File: config.mk
export PLATFORM = sky130hd
export DESIGN_NAME = led_pad_pwm_dimmer_core_flat
export DESIGN_NICKNAME = d
export VERILOG_FILES = /design/src/hdl/lpd_pkg.sv /design/src/hdl/lpd_if.sv /design/src/hdl/lpd_intensity_ram.sv /design/src/hdl/lpd_mask_unit.sv /design/src/hdl/led_pad_pwm_dimmer_core.sv /design/src/flat_wrapper.sv
export VERILOG_INCLUDE_DIRS = /design/src /design/src/hdl
export SDC_FILE = /design/constraint.sdc
export NUM_CORES = 1
export LEC_CHECK = 0
export ABC_AREA = 1
export BUFFER_PORTS_ARGS = -buffer_cell sky130_fd_sc_hd__buf_4
export CORE_MARGIN = 2
export CORE_UTILIZATION = 65
export CTS_CLUSTER_SIZE = 25
export DETAILED_ROUTE_END_ITERATION = 10
export PLACE_DENSITY = 0.82
export SKIP_CTS_REPAIR_TIMING = 1
export SLEW_MARGIN = 20
export SYNTH_ARGS = -nofsm -noshare
export SYNTH_HDL_FRONTEND = slang
export SYNTH_SLANG_ARGS = --single-unit
export TNS_END_PERCENT = 50
File: constraint.sdc
create_clock -name clk -period 9.5 [get_ports clk]
set_clock_uncertainty 0.15 [all_clocks]
set_input_delay 1.9 -clock clk [delete_from_list [all_inputs] [get_ports clk]]
set_output_delay 1.9 -clock clk [all_outputs]
set_load 0.1 [all_outputs]
File: src/hdl/led_pad_pwm_dimmer_core_macros.svh
`ifndef LED_PAD_PWM_DIMMER_CORE_MACROS_SVH
`define LED_PAD_PWM_DIMMER_CORE_MACROS_SVH

// same-cycle implication, checked on every rising clock edge out of reset
`define LPD_ASSERT_NOW(label, ante, cons) \
    label: assert property (@(posedge clk) disable iff (!rst_n) (ante) |-> (cons)) \
        else $error("lpd assertion failed");

// next-cycle implication
`define LPD_ASSERT_NEXT(label, ante, cons) \
    label: assert property (@(posedge clk) disable iff (!rst_n) (ante) |=> (cons)) \
        else $error("lpd assertion failed");

`endif

File: src/hdl/lpd_pkg.sv
package lpd_pkg;

    localparam int PADS         = 4;
    localparam int LEDS_PER_PAD = 16;
    localparam int PAD_W        = 2;
    localparam int LED_W        = 4;
    localparam int WORD_W       = 16;
    localparam int INT_W        = 8;
    localparam int PHASE_W      = 7;
    localparam int CFG_W        = 3;
    localparam int CFG_IDX_W    = 1;

    localparam logic [PHASE_W-1:0] PHASE_LAST  = PHASE_W'(99);
    localparam logic [WORD_W-1:0]  WORD_RESET  = '1;
    localparam logic [CFG_W-1:0]   PADS_RESET  = CFG_W'(1);
    localparam logic [CFG_W-1:0]   PORT_RESET  = CFG_W'(2);
    localparam logic [CFG_W-1:0]   PADS_MAX    = CFG_W'(PADS);

    typedef enum logic [1:0] {
        OP_TICK      = 2'd0,
        OP_PATTERN   = 2'd1,
        OP_INTENSITY = 2'd2,
        OP_ENABLE    = 2'd3
    } op_t;

    typedef enum logic [CFG_IDX_W-1:0] {
        REG_PADS_IN_USE = 1'd0,
        REG_SPI_PORT    = 1'd1
    } reg_idx_t;

    typedef logic [LEDS_PER_PAD-1:0][INT_W-1:0] intens_row_t;

endpackage

File: src/hdl/lpd_if.sv
interface lpd_in_if;
    logic        valid;
    logic        ready;
    logic [1:0]  operation;
    logic [1:0]  pad_index;
    logic [3:0]  led_index;
    logic [15:0] value;

    modport source (output valid, output operation, output pad_index,
                    output led_index, output value, input ready);
    modport sink   (input valid, input operation, input pad_index,
                    input led_index, input value, output ready);
endinterface

interface lpd_out_if;
    logic        valid;
    logic        ready;
    logic [15:0] led_word;
    logic [1:0]  word_pad;
    logic [2:0]  port_number;
    logic        last_word;

    modport source (output valid, output led_word, output word_pad,
                    output port_number, output last_word, input ready);
    modport sink   (input valid, input led_word, input word_pad,
                    input port_number, input last_word, output ready);
endinterface

File: src/hdl/lpd_intensity_ram.sv
module lpd_intensity_ram (
    input  logic                              clk,
    input  logic                              rst_n,
    input  logic                              wr_en,
    input  logic [lpd_pkg::PAD_W-1:0]         wr_row,
    input  logic [lpd_pkg::LED_W-1:0]         wr_col,
    input  logic [lpd_pkg::INT_W-1:0]         wr_data,
    input  logic                              rd_en,
    input  logic [lpd_pkg::PAD_W-1:0]         rd_row,
    output lpd_pkg::intens_row_t              rd_data
);

    lpd_pkg::intens_row_t                      mem_reg [lpd_pkg::PADS];
    logic [lpd_pkg::PADS-1:0][lpd_pkg::LEDS_PER_PAD-1:0] valid_reg;
    lpd_pkg::intens_row_t                      rd_data_reg;
    logic [lpd_pkg::LEDS_PER_PAD-1:0]          rd_valid_reg;

    // byte-wide write into a row-wide memory
    always_ff @(posedge clk)
    begin
        if (wr_en)
        begin
            mem_reg[wr_row][wr_col] <= wr_data;
        end
        if (rd_en)
        begin
            rd_data_reg <= mem_reg[rd_row];
        end
    end

    // entries never written read as zero
    always_ff @(posedge clk or negedge rst_n)
    begin
        if (!rst_n)
        begin
            valid_reg    <= '0;
            rd_valid_reg <= '0;
        end
        else
        begin
            if (wr_en)
            begin
                valid_reg[wr_row][wr_col] <= 1'b1;
            end
            if (rd_en)
            begin
                rd_valid_reg <= valid_reg[rd_row];
            end
        end
    end

    always_comb
    begin
        for (int j = 0; j < lpd_pkg::LEDS_PER_PAD; j++)
        begin
            rd_data[j] = rd_valid_reg[j] ? rd_data_reg[j] : '0;
        end
    end

endmodule

File: src/hdl/lpd_mask_unit.sv
module lpd_mask_unit (
    input  lpd_pkg::intens_row_t               intensity,
    input  logic [lpd_pkg::WORD_W-1:0]         pattern,
    input  logic                               enable,
    input  logic [lpd_pkg::PHASE_W-1:0]        phase,
    output logic [lpd_pkg::WORD_W-1:0]         word
);

    logic [lpd_pkg::LEDS_PER_PAD-1:0] lit;

    // one comparator per led, all side by side
    always_comb
    begin
        for (int j = 0; j < lpd_pkg::LEDS_PER_PAD; j++)
        begin
            lit[j] = ({1'b0, phase} <= intensity[j]);
        end
        word = enable ? (pattern & lit) : '0;
    end

endmodule

File: src/hdl/led_pad_pwm_dimmer_core.sv
// write items do not leave the idle state; the block is ready again on the next cycle
// a tick walks the served pads from the highest down to pad 0, then flushes the held-back word:
// each pad needs an intensity memory read step and a compare/emit step, which waits while the output is stalled
// reset clears patterns, intensities, enables, phases and sets the last sent word to all ones
`include "led_pad_pwm_dimmer_core_macros.svh"

module led_pad_pwm_dimmer_core (
    input  logic                             clk,
    input  logic                             rst_n,
    lpd_in_if.sink                           in_ch,
    lpd_out_if.source                        out_ch,
    input  logic                             cfg_we,
    input  logic [lpd_pkg::CFG_IDX_W-1:0]    cfg_index,
    input  logic [lpd_pkg::CFG_W-1:0]        cfg_data
);

    typedef enum logic [1:0] {
        ST_IDLE,
        ST_READ,
        ST_EVAL,
        ST_FLUSH
    } state_t;

    state_t                              state_reg;
    logic [lpd_pkg::CFG_W-1:0]           pads_in_use_reg;
    logic [lpd_pkg::CFG_W-1:0]           spi_port_reg;
    logic [lpd_pkg::WORD_W-1:0]          pattern_reg [lpd_pkg::PADS];
    logic [lpd_pkg::PADS-1:0]            enable_reg;
    logic [lpd_pkg::PHASE_W-1:0]         phase_reg [lpd_pkg::PADS];
    logic [lpd_pkg::WORD_W-1:0]          last_sent_reg;
    logic [lpd_pkg::PAD_W-1:0]           cur_reg;

    // word held back until we know whether it is the last of the tick
    logic                                pend_valid_reg;
    logic [lpd_pkg::WORD_W-1:0]          pend_word_reg;
    logic [lpd_pkg::PAD_W-1:0]           pend_pad_reg;

    logic                                out_valid_reg;
    logic [lpd_pkg::WORD_W-1:0]          out_word_reg;
    logic [lpd_pkg::PAD_W-1:0]           out_pad_reg;
    logic [lpd_pkg::CFG_W-1:0]           out_port_reg;
    logic                                out_last_reg;

    lpd_pkg::op_t                        op;
    logic                                accept;
    logic                                pad_ok;
    logic [lpd_pkg::CFG_W-1:0]           n_sat;
    logic                                ram_wr_en;
    lpd_pkg::intens_row_t                row_data;
    logic [lpd_pkg::WORD_W-1:0]          word;
    logic                                need_emit;
    logic                                slot_free;
    logic                                stall;
    logic                                load_out;

    assign op        = lpd_pkg::op_t'(in_ch.operation);
    assign in_ch.ready = (state_reg == ST_IDLE);
    assign accept    = in_ch.valid && in_ch.ready;
    assign pad_ok    = ({1'b0, in_ch.pad_index} < 3'(lpd_pkg::PADS));
    assign n_sat     = (pads_in_use_reg > lpd_pkg::PADS_MAX) ? lpd_pkg::PADS_MAX
                                                            : pads_in_use_reg;
    assign ram_wr_en = accept && (op == lpd_pkg::OP_INTENSITY) && pad_ok;
    assign slot_free = !out_valid_reg || out_ch.ready;
    assign need_emit = (word != last_sent_reg);
    assign stall     = need_emit && pend_valid_reg && !slot_free;
    // output register takes a new item this cycle
    assign load_out  = ((state_reg == ST_EVAL) && !stall && need_emit && pend_valid_reg) ||
                       ((state_reg == ST_FLUSH) && pend_valid_reg && slot_free);

    lpd_intensity_ram u_ram (
        .clk     (clk),
        .rst_n   (rst_n),
        .wr_en   (ram_wr_en),
        .wr_row  (in_ch.pad_index),
        .wr_col  (in_ch.led_index),
        .wr_data (in_ch.value[lpd_pkg::INT_W-1:0]),
        .rd_en   (state_reg == ST_READ),
        .rd_row  (cur_reg),
        .rd_data (row_data)
    );

    lpd_mask_unit u_mask (
        .intensity (row_data),
        .pattern   (pattern_reg[cur_reg]),
        .enable    (enable_reg[cur_reg]),
        .phase     (phase_reg[cur_reg]),
        .word      (word)
    );

    assign out_ch.valid       = out_valid_reg;
    assign out_ch.led_word    = out_word_reg;
    assign out_ch.word_pad    = out_pad_reg;
    assign out_ch.port_number = out_port_reg;
    assign out_ch.last_word   = out_last_reg;

    always_ff @(posedge clk or negedge rst_n)
    begin
        if (!rst_n)
        begin
            state_reg       <= ST_IDLE;
            pads_in_use_reg <= lpd_pkg::PADS_RESET;
            spi_port_reg    <= lpd_pkg::PORT_RESET;
            enable_reg      <= '0;
            last_sent_reg   <= lpd_pkg::WORD_RESET;
            cur_reg         <= '0;
            pend_valid_reg  <= 1'b0;
            pend_word_reg   <= '0;
            pend_pad_reg    <= '0;
            out_valid_reg   <= 1'b0;
            out_word_reg    <= '0;
            out_pad_reg     <= '0;
            out_port_reg    <= '0;
            out_last_reg    <= 1'b0;
            for (int i = 0; i < lpd_pkg::PADS; i++)
            begin
                pattern_reg[i] <= '0;
                phase_reg[i]   <= '0;
            end
        end
        else
        begin
            if (cfg_we)
            begin
                unique case (lpd_pkg::reg_idx_t'(cfg_index))
                    lpd_pkg::REG_PADS_IN_USE: pads_in_use_reg <= cfg_data;
                    lpd_pkg::REG_SPI_PORT:    spi_port_reg    <= cfg_data;
                endcase
            end

            if (load_out)
            begin
                out_valid_reg <= 1'b1;
            end
            else if (out_ch.ready)
            begin
                out_valid_reg <= 1'b0;
            end

            unique case (state_reg)
                ST_IDLE:
                begin
                    if (accept)
                    begin
                        unique case (op)
                            lpd_pkg::OP_TICK:
                            begin
                                if (n_sat != '0)
                                begin
                                    cur_reg   <= lpd_pkg::PAD_W'(n_sat - 3'd1);
                                    state_reg <= ST_READ;
                                end
                            end
                            lpd_pkg::OP_PATTERN:
                            begin
                                if (pad_ok)
                                begin
                                    pattern_reg[in_ch.pad_index] <= in_ch.value;
                                end
                            end
                            lpd_pkg::OP_ENABLE:
                            begin
                                if (pad_ok)
                                begin
                                    enable_reg[in_ch.pad_index] <= |in_ch.value;
                                end
                            end
                            lpd_pkg::OP_INTENSITY:
                            begin
                                // the memory takes this write
                            end
                        endcase
                    end
                end

                ST_READ:
                begin
                    state_reg <= ST_EVAL;
                end

                ST_EVAL:
                begin
                    if (!stall)
                    begin
                        if (need_emit)
                        begin
                            if (pend_valid_reg)
                            begin
                                out_word_reg  <= pend_word_reg;
                                out_pad_reg   <= pend_pad_reg;
                                out_port_reg  <= spi_port_reg;
                                out_last_reg  <= 1'b0;
                            end
                            last_sent_reg  <= word;
                            pend_valid_reg <= 1'b1;
                            pend_word_reg  <= word;
                            pend_pad_reg   <= cur_reg;
                        end
                        phase_reg[cur_reg] <= (phase_reg[cur_reg] == lpd_pkg::PHASE_LAST)
                                              ? '0 : phase_reg[cur_reg] + 7'd1;
                        if (cur_reg == '0)
                        begin
                            state_reg <= ST_FLUSH;
                        end
                        else
                        begin
                            cur_reg   <= cur_reg - 2'd1;
                            state_reg <= ST_READ;
                        end
                    end
                end

                ST_FLUSH:
                begin
                    if (!pend_valid_reg)
                    begin
                        state_reg <= ST_IDLE;
                    end
                    else if (slot_free)
                    begin
                        out_word_reg   <= pend_word_reg;
                        out_pad_reg    <= pend_pad_reg;
                        out_port_reg   <= spi_port_reg;
                        out_last_reg   <= 1'b1;
                        pend_valid_reg <= 1'b0;
                        state_reg      <= ST_IDLE;
                    end
                end
            endcase
        end
    end

    // a held-back word never survives the end of a tick
    `LPD_ASSERT_NOW(a_no_pend_idle, state_reg == ST_IDLE, !pend_valid_reg)
    // a word that is not the last of its tick always has a successor waiting
    `LPD_ASSERT_NOW(a_more_follows, out_valid_reg && !out_last_reg, pend_valid_reg)
    // phase counter wraps before reaching 100
    `LPD_ASSERT_NOW(a_phase_range, state_reg == ST_EVAL,
                    phase_reg[cur_reg] <= lpd_pkg::PHASE_LAST)
    // every read is followed by an evaluation of the same pad
    `LPD_ASSERT_NEXT(a_read_eval, state_reg == ST_READ, state_reg == ST_EVAL && $stable(cur_reg))

endmodule
File: src/flat_wrapper.sv
// flat-port wrapper written by rule: the top's interface ports become plain ports
module led_pad_pwm_dimmer_core_flat 
  (clk, rst_n, cfg_we, cfg_index, cfg_data, in_ch_valid, in_ch_operation, in_ch_pad_index, in_ch_led_index, in_ch_value, in_ch_ready, out_ch_valid, out_ch_led_word, out_ch_word_pad, out_ch_port_number, out_ch_last_word, out_ch_ready);
  lpd_in_if in_ch_i ();
  lpd_out_if out_ch_i ();
  input  logic clk;
  input  logic rst_n;
  input  logic cfg_we;
  input  logic [lpd_pkg::CFG_IDX_W-1:0] cfg_index;
  input  logic [lpd_pkg::CFG_W-1:0] cfg_data;
  input wire logic [$bits(in_ch_i.valid)-1:0] in_ch_valid;
  input wire logic [$bits(in_ch_i.operation)-1:0] in_ch_operation;
  input wire logic [$bits(in_ch_i.pad_index)-1:0] in_ch_pad_index;
  input wire logic [$bits(in_ch_i.led_index)-1:0] in_ch_led_index;
  input wire logic [$bits(in_ch_i.value)-1:0] in_ch_value;
  output wire logic [$bits(in_ch_i.ready)-1:0] in_ch_ready;
  output wire logic [$bits(out_ch_i.valid)-1:0] out_ch_valid;
  output wire logic [$bits(out_ch_i.led_word)-1:0] out_ch_led_word;
  output wire logic [$bits(out_ch_i.word_pad)-1:0] out_ch_word_pad;
  output wire logic [$bits(out_ch_i.port_number)-1:0] out_ch_port_number;
  output wire logic [$bits(out_ch_i.last_word)-1:0] out_ch_last_word;
  input wire logic [$bits(out_ch_i.ready)-1:0] out_ch_ready;
  assign in_ch_i.valid = in_ch_valid;
  assign in_ch_i.operation = in_ch_operation;
  assign in_ch_i.pad_index = in_ch_pad_index;
  assign in_ch_i.led_index = in_ch_led_index;
  assign in_ch_i.value = in_ch_value;
  assign in_ch_ready = in_ch_i.ready;
  assign out_ch_valid = out_ch_i.valid;
  assign out_ch_led_word = out_ch_i.led_word;
  assign out_ch_word_pad = out_ch_i.word_pad;
  assign out_ch_port_number = out_ch_i.port_number;
  assign out_ch_last_word = out_ch_i.last_word;
  assign out_ch_i.ready = out_ch_ready;
  led_pad_pwm_dimmer_core u_core (.clk(clk), .rst_n(rst_n), .in_ch(in_ch_i), .out_ch(out_ch_i), .cfg_we(cfg_we), .cfg_index(cfg_index), .cfg_data(cfg_data));
endmodule
# [Yosys cells after proc, flatten, opt, wreduce, memory -nomap -nowiden]
# Memories as Yosys holds them, arrays and structs flattened. A register that Yosys moved wholly into a read port is not among the register bits.
# Index checks and enable logic that the tools add are counted.
[classes] n_shift=0 div=0 mux=91 mul=0 addsub=3 n_eq_ne=18 bitwise_logic=6 order_cmp=26 n_reduce_logical=36
[op_table] op="$mux 16" n=11
[op_table] op="$mux 8" n=17
[op_table] op="$le 7x8->1" n=16
[op_table] op="$mux 128" n=1
[op_table] op="$bmux 16 s2" n=2
[op_table] op="$bwmux 64" n=1
[op_table] op="$demux 16 s2" n=2
[op_table] op="$or 64x64->64" n=1
[op_table] op="$mux 2" n=17
[op_table] op="$demux 8 s4" n=1
[op_table] op="$pmux 16 s2" n=1
[op_table] op="$bwmux 28" n=1
[op_table] op="$mux 7" n=4
[op_table] op="$mux 3" n=6
[op_table] op="$and 16x16->16" n=1
[op_table] op="$ne 16x16->1" n=1
[op_table] op="$reduce_or 16->1" n=1
[op_table] op="$mux 1" n=15
[op_table] op="$bmux 7 s2" n=1
[op_table] op="$demux 7 s2" n=1
[op_table] op="$logic_and 1x1->1" n=13
[op_table] op="$reduce_and 3->1" n=4
[op_table] op="$reduce_and 6->1" n=2
[op_table] op="$ne 2x2->1 const B" n=5
[op_table] op="other kinds (31)" n=55
[word_totals] romBits=0 wordCells=208 latch_bits=0 mem_bits_rw=512 output_inout_bits=24 mem_count=1 ff_bits=244 inputBits=33
[memory_table] memory="u_core.u_ram.mem_reg" depth=4 word_bits=128 read_ports=1 rd_clocked_by_memory_dff=1 write_ports=1 line_no="lpd_intensity_ram.sv:13" rtl="lpd_pkg::intens_row_t mem_reg [lpd_pkg::PADS];"

# [Logic depth before layout (Yosys ltp)]
# Gate-level depths: netlist of the first run.
[depth] word_depth=16 mapped_depth=28 depth_no_buf=26

# [Modules after synthesis]
# Synthesis of the first run repeated with hierarchy kept, for this count alone.
[hier_totals] hier_cells=3662 hier_area_um2=38441.9
[by_module_without_submodules] module="lpd_intensity_ram" instances=1 seq_area_each_um2=21220.4 area_each_um2=27576.4 cells_each=2168
[by_module_without_submodules] module="led_pad_pwm_dimmer_core" instances=1 seq_area_each_um2=4126.5 area_each_um2=7413.4 cells_each=915
[by_module_without_submodules] module="lpd_mask_unit" instances=1 seq_area_each_um2=0.0 area_each_um2=3452.1 cells_each=579

# [Worst setup path after synthesis of the first run]
# Ideal clock, no wire load.
[synth_timing] path_type="reg-to-reg" start="register u_core.state_reg[1]" end="register u_core.u_ram.rd_valid_reg[10] (netlist name)" required_time_ns=8.992 n_path_buf=2 period_less_slack_ns=5.376 setup_time_ns=0.358 stages_incl_launch_ff=5 arrival_time_ns=4.869 path_slack_ns=4.124 path_cell_list="dfrtp_1 -> clkbuf_1 -> nor2_1 -> clkbuf_1 -> a41oi_1"
[synth_via] elab_chain_cells=1
[synth_rtl] item="start: declaration" line_no="led_pad_pwm_dimmer_core.sv:24" rtl="state_t state_reg;"
[synth_rtl] item="start signal: assignment" line_no="led_pad_pwm_dimmer_core.sv:100" rtl="state_reg <= ST_IDLE;"
[synth_rtl] item="start signal: assignment" line_no="led_pad_pwm_dimmer_core.sv:150" rtl="state_reg <= ST_READ;"
[synth_rtl] item="start signal: assignment" line_no="led_pad_pwm_dimmer_core.sv:177" rtl="state_reg <= ST_EVAL;"
[synth_rtl] item="$eq 2x1->1" line_no="led_pad_pwm_dimmer_core.sv:77" rtl=".rd_en (state_reg == ST_READ),"
[synth_rtl] item="end signal: assignment" line_no="lpd_intensity_ram.sv:47" rtl="rd_valid_reg <= valid_reg[rd_row];"
[synth_rtl] item="end: declaration" line_no="lpd_intensity_ram.sv:16" rtl="logic [lpd_pkg::LEDS_PER_PAD-1:0] rd_valid_reg;"
# Every way passes these cells.
# A chain may end at the register's enable or synchronous reset.

# [Final worst setup path of the first run]
[layout_timing] start="register u_core.cur_reg[0] (netlist name)" end="register u_core.out_port_reg, in the netlist u_core.out_ch.port_number[2]"
[layout_via] elab_chain_cells=12 word_cells_on_any_way=33 classes_between="order compare (16); eq/ne (3); mux (9); bitwise (2); reduce/logical (3)"
[layout_rtl] item="start: declaration" line_no="led_pad_pwm_dimmer_core.sv:31" rtl="logic [lpd_pkg::PAD_W-1:0] cur_reg;"
[layout_rtl] item="start signal: assignment" line_no="led_pad_pwm_dimmer_core.sv:149" rtl="cur_reg <= lpd_pkg::PAD_W'(n_sat - 3'd1);"
[layout_rtl] item="start signal: assignment" line_no="led_pad_pwm_dimmer_core.sv:206" rtl="cur_reg <= cur_reg - 2'd1;"
[layout_rtl] item="$not 2->3 (implied by the code)" line_no="led_pad_pwm_dimmer_core.sv:84, led_pad_pwm_dimmer_core.sv:86"
[layout_rtl] item="$bmux 7 s2" line_no="led_pad_pwm_dimmer_core.sv:86" rtl=".phase (phase_reg[cur_reg]),"
[layout_rtl] item="$mux 7 (implied by the code) (2 in series)" line_no="led_pad_pwm_dimmer_core.sv:86"
[layout_rtl] item="$le 7x8->1" line_no="lpd_mask_unit.sv:16" rtl="lit[j] = ({1'b0, phase} <= intensity[j]);"
[layout_rtl] item="$and 16x16->16" line_no="lpd_mask_unit.sv:18" rtl="word = enable ? (pattern & lit) : '0;"
[layout_rtl] item="$mux 16 (*)" line_no="lpd_mask_unit.sv:18"
[layout_rtl] item="$ne 16x16->1 (*)" line_no="led_pad_pwm_dimmer_core.sv:64" rtl="assign need_emit = (word != last_sent_reg);"
[layout_rtl] item="$logic_and 1x1->1 (2 in series)" line_no="led_pad_pwm_dimmer_core.sv:65" rtl="assign stall = need_emit && pend_valid_reg && !slot_free;"
[layout_rtl] item="$ne 2x2->1 (no line)"
[layout_rtl] item="$reduce_and 6->1 (no line) (*)"
[layout_rtl] item="end signal: assignment" line_no="led_pad_pwm_dimmer_core.sv:190" rtl="out_port_reg <= spi_port_reg;"
[layout_rtl] item="end signal: assignment" line_no="led_pad_pwm_dimmer_core.sv:222" rtl="out_port_reg <= spi_port_reg;"
[layout_rtl] item="end: declaration" line_no="led_pad_pwm_dimmer_core.sv:41" rtl="logic [lpd_pkg::CFG_W-1:0] out_port_reg;"
# Every way passes the cells marked *; elsewhere a longest branch is shown, timed or not. The select of a mux whose other input is x is not followed.

==> results of run 1 <==
## how the worst min path moves through the flow
| stage | start | endpoint | slack, ns | cells past startpoint |
|---|---|---|---|---|
| after floorplan | u_core.u_ram.valid_reg[0] | u_core.u_ram.valid_reg[0] | 0.29 | 1 |
| after global placement | u_core.u_ram.valid_reg[40] | u_core.u_ram.valid_reg[40] | 0.30 | 1 |
| final | u_core.u_ram.valid_reg[40] | u_core.u_ram.valid_reg[40] | 0.32 | 1 |
| after CTS | u_core.u_ram.valid_reg[30] | u_core.u_ram.valid_reg[30] | 0.32 | 1 |
| after global routing | u_core.u_ram.valid_reg[14] | u_core.u_ram.valid_reg[14] | 0.33 | 1 |
| after detailed placement | u_core.u_ram.valid_reg[30] | u_core.u_ram.valid_reg[30] | 0.30 | 1 |
## stage by stage
stage,hold slack (ns),std cells,cell area (um^2),worst slack [ns]
final,0.318,3878,40300,3.15
after global routing,0.330,3878,40300,2.70
after CTS,0.319,3878,40200,3.17
after detailed placement,0.304,3718,37300,3.26
after global placement,0.301,3718,37300,3.46
after floorplan,0.290,3022,36300,4.12
## report_power, final
part	switching, uW	internal [uW]
registers	368	4850
logic	2620	1050
clock network	1450	2020
total	4440	7920
## metal layers
metal,wire [um],GRT usage,up-vias
met5,13,0,-
met4,4250,0.159,2
met3,9100,0.0584,273
met2,41800,0.499,1478
met1,33400,0.418,11900
li1,-,-,10700
## logic make-up (layout without fill, tap and decap cells)
group	count (synthesis)	count (layout)	synth area share
simple gates	1293	1293	0.149
flops	884	884	0.698
compound gates	443	443	0.0820
buf+inv	288	396	0.0321
fa+ha+maj	113	113	0.0389
xor+xnor	1	1	0.000241
## placed cells by master, fill, tap and decap left out, types with 3 or more instances in the layout
cell type   instances
a21oi_1            47
a22o_1              3
a22oi_1           214
a31oi_1             3
a41oi_1            14
buf_4              74
bufinv_16           7
clkbuf_1           20
clkbuf_16          86
clkbuf_8           19
clkinv_1            8
clkinv_2           12
clkinv_8            3
clkinvlp_4          3
dfrtp_1           226
dfstp_2            18
edfxtp_1          640
ha_1              113
inv_1             152
nand2_1           882
nand2_2             6
nand3_1           114
nand3_2             3
nand3_4             4
nand4_1            45
nor2_1            149
nor2_2             10
nor2_4              3
nor3_1              6
o21a_1              6
o21ai_0            84
o21ai_1            33
o21ai_2             6
o21bai_1           19
o21bai_2            9
or2_2              64
## critical path, stage by stage, from the launching register on
cell	delay (ns)
dfrtp_1	0.50
nand2_1	0.15
inv_4	0.47
buf_4	0.80
a221oi_1	0.28
inv_1	0.80
ha_1	0.41
nand3_1	0.10
a21oi_1	0.07
nand2_1	0.10
nand2_1	0.05
nand2_1	0.16
nand2_1	0.08
nand2_1	0.07
nand2_1	0.05
nor2_1	0.11
nand2_1	0.14
nor2_2	0.16
nand3_1	0.13
nand2_1	0.74
inv_2	0.38
nand4_1	0.19
nand2_1	0.09
## area by class of cell
| cell class | count | share of cell area |
|---|---|---|
| inverters | 159 | 0.0151 |
| repair buffers | 77 | 0.0149 |
| well taps | 748 | 0.0232 |
| multi-input cells | 1850 | 0.245 |
| clock buffers | 125 | 0.0618 |
| clock inverters | 35 | 0.0105 |
| flip-flops and latches | 884 | 0.630 |
==> impl_metrics.env, run 1 <==
export IMPL_die_h_um=240
export IMPL_ys_types=42
export IMPL_drt_initial_drc_count=3097
export IMPL_r2r_start="u_core.cur_reg[0]"
export IMPL_path_max_fanout=71
export IMPL_netlist_top_cells_count="nand2_1, edfxtp_1, dfrtp_1, a22oi_1, inv_1"
export IMPL_htreeDepth=3
export IMPL_critPathKind="reg2reg"
export IMPL_synth_seq_cells=884
export IMPL_synth_flop_cell="edfxtp_1"
export IMPL_peakVddDrop_uv=269
export IMPL_nets=3203
export IMPL_grt_pass1_wl_um=136000
export IMPL_worst_ep_required_time_ns=9.86
export IMPL_synth_area_top_cells="edfxtp_1, dfrtp_1, nand2_1"
export IMPL_num_fill_cells=3363
export IMPL_yosysSeqAreaShare=0.698
export IMPL_syn_area_um2=36300
export IMPL_p_per_area_nw_per_um2=307
export IMPL_hold_violations=0
export IMPL_fp_dieW_um=240
export IMPL_gp_routability_congestion=0.878
export IMPL_slew_viol_final=0
export IMPL_critPathArrivalTime_ns=6.71
export IMPL_start_util=0.658
export IMPL_track_usage=0.313
export IMPL_status="finished, final reports clean"
export IMPL_place_hpwl_um=49900
export IMPL_root_buffer="clkbuf_16"
export IMPL_r2r_end="u_core.out_ch.port_number[2]"
export IMPL_crit_start="u_core.cur_reg[0]"
export IMPL_seq_area_um2=25300
export IMPL_syn_area_per_cell_um2=12.0
export IMPL_portBuffers=56
export IMPL_clk_pin_slew_worst_paths_ns=0.06
export IMPL_ys_warn_count=0
export IMPL_coreArea_um2=55200
export IMPL_cts_sinks=884
export IMPL_multiInputGateArea_um2=9860
export IMPL_drc=0
export IMPL_insertion_delay_ns=0.66
export IMPL_via_count=24300
export IMPL_grt_max_degree=162
export IMPL_synth_edf_count=640
export IMPL_final_min_clock_period_ns=6.35
export IMPL_power_total_uw=12400
export IMPL_crit_end="u_core.out_ch.port_number[2]"
export IMPL_synth_fp_nets=3168
export IMPL_n_antenna_cell=0
export IMPL_yosys_area_top_type="edfxtp_1"
export IMPL_slew_headroom=0.199
export IMPL_reg2reg_slack_ns=3.15
export IMPL_vias_per_cell=6.27
export IMPL_ant_nets=0
export IMPL_dieArea_um2=57800
export IMPL_max_freq_mhz=158
export IMPL_async_flop_share=0.276
export IMPL_drv_cap=0
export IMPL_setup_tns_ns=0
export IMPL_fin_crit_sh=0.668
export IMPL_start_kind="register"
export IMPL_ctsLongestPathBuffers=3
export IMPL_rsz0062_at_grt="false"
export IMPL_tritoncts="yes"
export IMPL_syn_inst=3022
export IMPL_reg2reg_depth=22
export IMPL_yosysTopAreaCellShare=0.529
export IMPL_fin_util=0.729
export IMPL_setup_viol=0
export IMPL_first_pass_iters=7
export IMPL_synth_most_common_cell="nand2_1"
export IMPL_grt_pass1_vias=24300
export IMPL_wire_per_inst_um=22.8
export IMPL_fp_row_count=86
export IMPL_largest_register_ff_count=512
export IMPL_grt_ovfl_total=0
export IMPL_worstMarginPinSlew_ns=1.20
export IMPL_hold_path_class="reg2reg"
export IMPL_worst_setup_path_end_kind="register"
export IMPL_drive_gt1_frac=0.109
export IMPL_p_leak_uw=0.0163
export IMPL_cts_buffers=85
export IMPL_area_delta_synth_final_pct=10.8
export IMPL_antenna_found_initial=1
export IMPL_wl_um=88600
export IMPL_pin_count=57
Note: power is estimated with default switching activity, not from simulation.
==> run 2, diff against run 1 <==
--- a/config.mk
+++ b/config.mk
@@ -6,13 +6,13 @@
 export SDC_FILE = /design/constraint.sdc
 export NUM_CORES = 1
 export LEC_CHECK = 0
-export ABC_AREA = 1
+export ABC_AREA = 0
 export BUFFER_PORTS_ARGS = -buffer_cell sky130_fd_sc_hd__buf_4
 export CORE_MARGIN = 2
-export CORE_UTILIZATION = 65
+export CORE_UTILIZATION = 57
 export CTS_CLUSTER_SIZE = 25
 export DETAILED_ROUTE_END_ITERATION = 10
-export PLACE_DENSITY = 0.82
+export PLACE_DENSITY = 0.76
 export SKIP_CTS_REPAIR_TIMING = 1
 export SLEW_MARGIN = 20
 export SYNTH_ARGS = -nofsm -noshare
==> constraint.sdc (replaced) <==
create_clock -name clk -period 5.2 [get_ports clk]
set_clock_uncertainty 0.15 [all_clocks]
set_input_delay 1.04 -clock clk [delete_from_list [all_inputs] [get_ports clk]]
set_output_delay 1.04 -clock clk [all_outputs]
set_load 0.1 [all_outputs]
==> run 2 against run 1 <==
Compared with the run above: clock-buffer cell count increased by 1; worst hold slack got worse by 0.017 ns; core utilization decreased by 8.3 points; die area increased by 13%; maximum frequency increased by 28%; power increased by 84%; synthesized cell count decreased by 33%; clock power increased by 85%; sequential power increased by 78%; setup slack got worse by 2.9 ns; via count decreased by 22%; critical path type unchanged; highest routed layer unchanged.
==> impl_metrics.env, run 2 <==
export IMPL_drive_gt1_frac=0.304
export IMPL_nets=2271
export IMPL_largest_register_ff_count=512
export IMPL_p_sw_uw=7420
export IMPL_worstMarginPinSlew_ns=1.01
export IMPL_worstPathCellList="mux4_2, ha_1, o211ai_1, a21o_1, a21oi_1, nor3_1, a2111oi_2, nand4_1, buf_4, a211oi_4, buf_4, mux2_2"
export IMPL_portBuffers=56
export IMPL_fin_crit_sh=0.953
export IMPL_yosysSeqAreaShare=0.702
export IMPL_grt_pass1_vias=19500
export IMPL_fin_util=0.646
export IMPL_status="finished, final reports clean"
export IMPL_coreArea_um2=62900
export IMPL_ys_types=61
export IMPL_drv_cap=0
export IMPL_crit_buf_inv=2
export IMPL_setup_tns_ns=0
export IMPL_rsz0062_at_grt="false"
export IMPL_syn_area_um2=36100
export IMPL_layout_common_cells="edfxtp_1, dfrtp_1, mux2_2"
export IMPL_grt_max_degree=118
export IMPL_antenna_found_initial=5
export IMPL_slew_viol_final=0
export IMPL_whs_ns=0.302
export IMPL_area_delta_synth_final_pct=12.5
export IMPL_start_util=0.574
export IMPL_cts_buffers=90
export IMPL_max_freq_mhz=202
export IMPL_p_leak_uw=0.0150
export IMPL_peakVddDrop_uv=310
export IMPL_netlist_top_cells_count="edfxtp_1, dfrtp_1, mux2_2, mux4_2, nand2_1"
export IMPL_hold_violations=0
export IMPL_crit_slowest_cell="mux4_2"
export IMPL_yosys_area_top_type="edfxtp_1"
export IMPL_synth_fp_nets=2164
export IMPL_track_usage=0.247
export IMPL_via_count=19000
export IMPL_pin_count=57
export IMPL_first_pass_iters=5
export IMPL_wl_um=79900
export IMPL_final_cells=3050
export IMPL_root_buffer="clkbuf_16"
export IMPL_max_stage_delay_ns=0.86
export IMPL_clk_pin_slew_worst_paths_ns=0.06
export IMPL_drt_initial_drc_count=1828
export IMPL_grt_ovfl_total=0
export IMPL_num_fill_cells=4191
export IMPL_p_int_uw=15300
export IMPL_drc=0
export IMPL_fp_row_count=92
export IMPL_vias_per_cell=6.25
export IMPL_final_common_cell="edfxtp_1"
export IMPL_worst_path_most_repeated_cell="buf_4"
export IMPL_critPathKind="reg2reg"
export IMPL_cts_sinks=884
export IMPL_swShare=0.326
export IMPL_place_hpwl_um=48400
export IMPL_fp_dieW_um=256
export IMPL_synth_most_common_cell="edfxtp_1"
export IMPL_gp_routability_congestion=0.835
export IMPL_p_clk_frac=0.282
export IMPL_slew_headroom=0.328
export IMPL_synth_area_top_cells="edfxtp_1, dfrtp_1, mux4_2"
export IMPL_syn_inst=2018
export IMPL_ys_warn_count=0
export IMPL_yosysTopAreaCellShare=0.532
export IMPL_worst_ep_required_time_ns=5.59
export IMPL_wire_per_inst_um=26.2
export IMPL_synth_edf_count=640
export IMPL_setup_viol=0
export IMPL_start_kind="register"
export IMPL_async_flop_share=0.276
export IMPL_power_share_sequential=0.408
export IMPL_p_comb_frac=0.310
export IMPL_grt_pass1_wl_um=122000
export IMPL_final_min_clock_period_ns=4.96
export IMPL_p_per_area_nw_per_um2=560
export IMPL_path_max_fanout=20
export IMPL_ctsLongestPathBuffers=3
export IMPL_synth_flop_cell="edfxtp_1"
export IMPL_dieArea_um2=65400
export IMPL_insertion_delay_ns=0.66
export IMPL_tritoncts="yes"
export IMPL_ant_nets=0
export IMPL_hold_path_class="in2async"
export IMPL_worst_setup_path_end_kind="register"
export IMPL_syn_area_per_cell_um2=17.9
export IMPL_die_h_um=256
export IMPL_dp_cells=2869
export IMPL_critPathArrivalTime_ns=5.34
export IMPL_htreeDepth=3
export IMPL_path_delay_family="compound AO/OA/AOI/OAI gates"
export IMPL_synth_seq_cells=884
[run 2: cell count changes after synthesis, sizes merged, moves of 27 or more]
| cell | previous run | this run |
|---|---|---|
| a22oi | 214 | 3 |
| clkbuf | 81 | 52 |
| inv | 157 | 12 |
| mux2 | 0 | 174 |
| mux4 | 0 | 168 |
| nand2 | 890 | 154 |
| nand3 | 121 | 28 |
| nor2 | 162 | 88 |
| o21ai | 123 | 12 |
| o21bai | 28 | 1 |
[run 2: worst reg2reg max path: cells and delay by family, from the launching register on]
family	cells	cell delay (ns)
AOI/OAI and AO/OA	5	1.55
adders and majority gates	1	0.46
buffers and inverters	2	0.47
and+or+nand+nor	2	0.47
muxes	2	1.20
DFF	1	0.54
[run 2: per-layer routing]
metal / GRT usage / up-vias / routed length (um)
met5: 0 / - / 31
met4: 0.0785 / 4 / 2080
li1: - / 8138 / -
met3: 0.0442 / 148 / 5810
met2: 0.395 / 775 / 38700
met1: 0.350 / 9984 / 33300
[run 2: cells by family after synthesis]
| logic type | after synthesis | share of synthesized area |
|---|---|---|
| DFF | 884 | 0.702 |
| and+or+nand+nor | 441 | 0.0591 |
| xor gates and xnor gates | 7 | 0.00170 |
| adders and majority gates | 113 | 0.0392 |
| buffers and inverters | 92 | 0.0106 |
| muxes | 348 | 0.161 |
| AOI/OAI and AO/OA | 133 | 0.0264 |
[run 2: final timing paths]
kind	from	end	slack [ns]	cells after the start
max in group asynchronous	rst_n	u_core.u_ram.rd_valid_reg[15]	3.38	2
worst max register to register	u_core.cur_reg[0]	u_core.phase_reg[14]	0.24	12
min in group clk	u_core.u_ram.valid_reg[53]	u_core.u_ram.valid_reg[53]	0.31	1
worst max-delay path	u_core.cur_reg[0]	u_core.phase_reg[14]	0.24	12
worst min register to register	u_core.u_ram.valid_reg[53]	u_core.u_ram.valid_reg[53]	0.31	1
worst min-delay path	rst_n	u_core.u_ram.valid_reg[1]	0.30	1
[run 2: final cells by class]
class,count,area (um^2),area share
Sequential cell,884,25400,0.624
Inverter,12,45.0,0.00111
Tap cell,846,1060,0.0261
Timing Repair Buffer,94,751,0.0185
Clock inverter,44,482,0.0119
Antenna cell,1,2.50,0.0000616
Multi-Input combinational cell,1043,10400,0.257
Clock buffer,126,2490,0.0612
[run 2: per-stage QoR]
step | total power (uW) | area [um^2] | setup WS (ns)
detailed placement | 16300 | 37500 | 0.0969
global route | 23700 | 40600 | 0.0239
global placement | 16100 | 37500 | 0.308
CTS | 22800 | 40500 | 0.0895
floorplan | 14300 | 36100 | 0.291
finish | 22700 | 40600 | 0.243
[run 2: power by group through the flow]
stage / combinational [uW] / clock [uW] / sequential [uW]
3_3_place_gp: 6790 / 0 / 9330
2_1_floorplan: 4610 / 0 / 9680
4_1_cts: 7020 / 6510 / 9250
6_report: 7040 / 6420 / 9270
5_1_grt: 7600 / 6770 / 9360
3_5_place_dp: 6970 / 0 / 9380
==> run 3, diff against run 2 <==
--- a/config.mk
+++ b/config.mk
@@ -17,5 +17,6 @@
 export SLEW_MARGIN = 20
 export SYNTH_ARGS = -nofsm -noshare
 export SYNTH_HDL_FRONTEND = slang
+export SYNTH_HIERARCHICAL = 1
 export SYNTH_SLANG_ARGS = --single-unit
 export TNS_END_PERCENT = 50
==> run 3 against run 2 <==
Compared with the run above: wire length grew 4.8%; sequential power grew 2%; synthesized cell count grew 9.9%; flip-flop and latch count is the same; largest cell class unchanged.
==> impl_metrics.env, run 3 <==
export IMPL_status="finished, final reports clean"
export IMPL_via_count=20300
export IMPL_clk_pin_slew_worst_paths_ns=0.06
export IMPL_fin_crit_sh=0.950
export IMPL_netlist_top_cells_count="edfxtp_1, dfrtp_1, inv_1, mux2_2, mux4_2"
export IMPL_ant_nets=0
export IMPL_place_ws_ns=0.137
export IMPL_synth_fp_nets=2363
export IMPL_area_delta_synth_final_pct=13.2
export IMPL_yosysSeqAreaShare=0.678
export IMPL_crit_buf_inv=0
export IMPL_drive_gt1_frac=0.277
export IMPL_root_buffer="clkbuf_16"
export IMPL_vias_per_cell=6.16
export IMPL_r2r_start="u_core/cur_reg[0]"
export IMPL_setup_viol=0
export IMPL_ctsLongestPathBuffers=3
export IMPL_n_antenna_cell=0
export IMPL_yosys_area_top_type="edfxtp_1"
export IMPL_yosysTopAreaCellShare=0.514
export IMPL_cts_sinks=884
export IMPL_fin_ws_ns=0.261
export IMPL_cts_buffers=87
export IMPL_slew_viol_final=0
export IMPL_coreArea_um2=64700
export IMPL_whs_ns=0.161
export IMPL_hold_violations=0
export IMPL_slew_headroom=0.273
export IMPL_final_min_clock_period_ns=4.94
export IMPL_antenna_found_initial=0
export IMPL_layout_common_cells="edfxtp_1, dfrtp_1, inv_1"
export IMPL_crit_slowest_cell="mux4_2"
export IMPL_rsz0062_at_grt="false"
export IMPL_p_leak_uw=0.0160
export IMPL_first_pass_iters=5
export IMPL_synth_edf_count=640
export IMPL_peakVddDrop_uv=353
export IMPL_pin_count=57
export IMPL_grt_max_degree=133
export IMPL_reg2reg_slack_ns=0.26
export IMPL_max_stage_delay_ns=0.76
export IMPL_drc=0
export IMPL_wire_per_inst_um=25.4
export IMPL_nets=2508
export IMPL_power_total_uw=23500
export IMPL_dieArea_um2=67700
export IMPL_critPathArrivalTime_ns=5.31
export IMPL_setup_tns_ns=0
export IMPL_hold_path_class="in2async"
export IMPL_max_freq_mhz=202
export IMPL_synth_area_top_cells="edfxtp_1, dfrtp_1, mux4_2"
export IMPL_place_hpwl_um=49300
export IMPL_start_kind="register"
export IMPL_drv_cap=0
export IMPL_gp_routability_congestion=0.846
export IMPL_ys_types=57
export IMPL_worst_setup_path_end_kind="register"
export IMPL_portBuffers=56
export IMPL_start_util=0.578
export IMPL_drt_initial_drc_count=1975
export IMPL_die_h_um=260
export IMPL_grt_pass1_vias=21000
export IMPL_ys_warn_count=6
export IMPL_fp_dieW_um=260
export IMPL_grt_ovfl_total=0
export IMPL_synth_flop_cell="edfxtp_1"
export IMPL_syn_area_um2=37400
export IMPL_syn_inst=2217
export IMPL_final_common_cell="edfxtp_1"
export IMPL_largest_register_ff_count=512
export IMPL_insertion_delay_ns=0.64
export IMPL_fp_row_count=93
export IMPL_r2r_end="u_core/phase_reg[4]"
export IMPL_worstPathCellList="mux4_2, ha_1, a21o_1, a21oi_2, o311ai_1, a31oi_1, xor2_1, nor4_1, and4_1, o2111a_1, mux2_2"
export IMPL_fin_util=0.654
export IMPL_p_per_area_nw_per_um2=554
export IMPL_worstMarginPinSlew_ns=1.09
export IMPL_syn_area_per_cell_um2=16.9
export IMPL_path_delay_family="compound AO/OA/AOI/OAI gates"
export IMPL_synth_seq_cells=884
export IMPL_num_fill_cells=4288
export IMPL_reg2reg_depth=11
export IMPL_htreeDepth=3
export IMPL_critPathKind="reg2reg"
export IMPL_wl_um=83700
export IMPL_grt_pass1_wl_um=126000
export IMPL_synth_most_common_cell="edfxtp_1"
export IMPL_path_max_fanout=12
export IMPL_async_flop_share=0.276
export IMPL_worst_ep_required_time_ns=5.57
export IMPL_tritoncts="yes"
export IMPL_track_usage=0.251
run 3: cell count changes after synthesis, sizes merged, moves of 17 or more:
cell	previous run	this run
nor3	10	67
mux2i	6	32
and2	21	129
nor2	88	30
nand3	28	6
nand2	154	30
inv	12	182
nand4b	0	17
mux2	174	157
or2	67	2
o31ai	1	66
clkbuf	52	25
buf	28	74
o211ai	17	0
run 3: worst max-delay path by stage:
stage	start	end	slack [ns]	depth (start not counted)
CTS	u_core/cur_reg[0]	u_core/phase_reg[4]	0.14	11
floorplan	u_core/state_reg[1]	u_core/u_ram/mem_reg[1][16]	1.06	8
detailed placement	u_core/cur_reg[0]	u_core/phase_reg[4]	0.14	11
global placement	u_core/cur_reg[0]	u_core/phase_reg[0]	0.25	11
finish	u_core/cur_reg[0]	u_core/phase_reg[4]	0.26	11
global route	u_core/cur_reg[0]	u_core/phase_reg[4]	0.02	10
run 3: cells by family after synthesis:
kind of cell / share of synthesized area
AO/OA/AOI/OAI: 0.0417
XOR/XNOR: 0.00445
adder cells (fa/ha/maj): 0.0378
buffers and inverters: 0.0334
flip-flops: 0.678
multiplexers: 0.147
AND/OR/NAND/NOR: 0.0578
run 3: area by class of cell:
type	instances	area [um^2]	area share
Clock inverter	44	492	0.0116
Tap cell	855	1070	0.0253
Clock buffer	120	2510	0.0593
Timing Repair Buffer	153	1220	0.0288
Sequential cell	884	25400	0.599
Inverter	182	683	0.0161
Multi-Input combinational cell	1054	11000	0.260
run 3: power by group:
group          total [uW]  internal [uW]  switching [uW]
Clock                6500           3890            2620
Sequential           9450           8820             636
Combinational        7500           3220            4270
run 3: stage by stage:
step / cells / instance area [um^2]
floorplan: 2217 / 37400
global placement: 3120 / 39100
detailed placement: 3120 / 39100
CTS: 3284 / 42100
global route: 3292 / 42300
finish: 3292 / 42300
run 3: routing by layer:
metal	up-vias	GRT usage	part of all wire
met5	-	0	0
met4	0	0.0897	0.030
met3	157	0.0506	0.076
met2	846	0.396	0.47
met1	10400	0.352	0.42
li1	8834	-	-
run 3: worst register-to-register path: stages (launching register included):
cell and delay, ns:
dfrtp_4 0.58, mux4_2 0.77, ha_1 0.40, a21o_1 0.21, a21oi_2 0.14, o311ai_1 0.11, a31oi_1 0.41, xor2_1 0.14
nor4_1 0.56, and4_1 0.50, o2111a_1 0.48, mux2_2 0.39
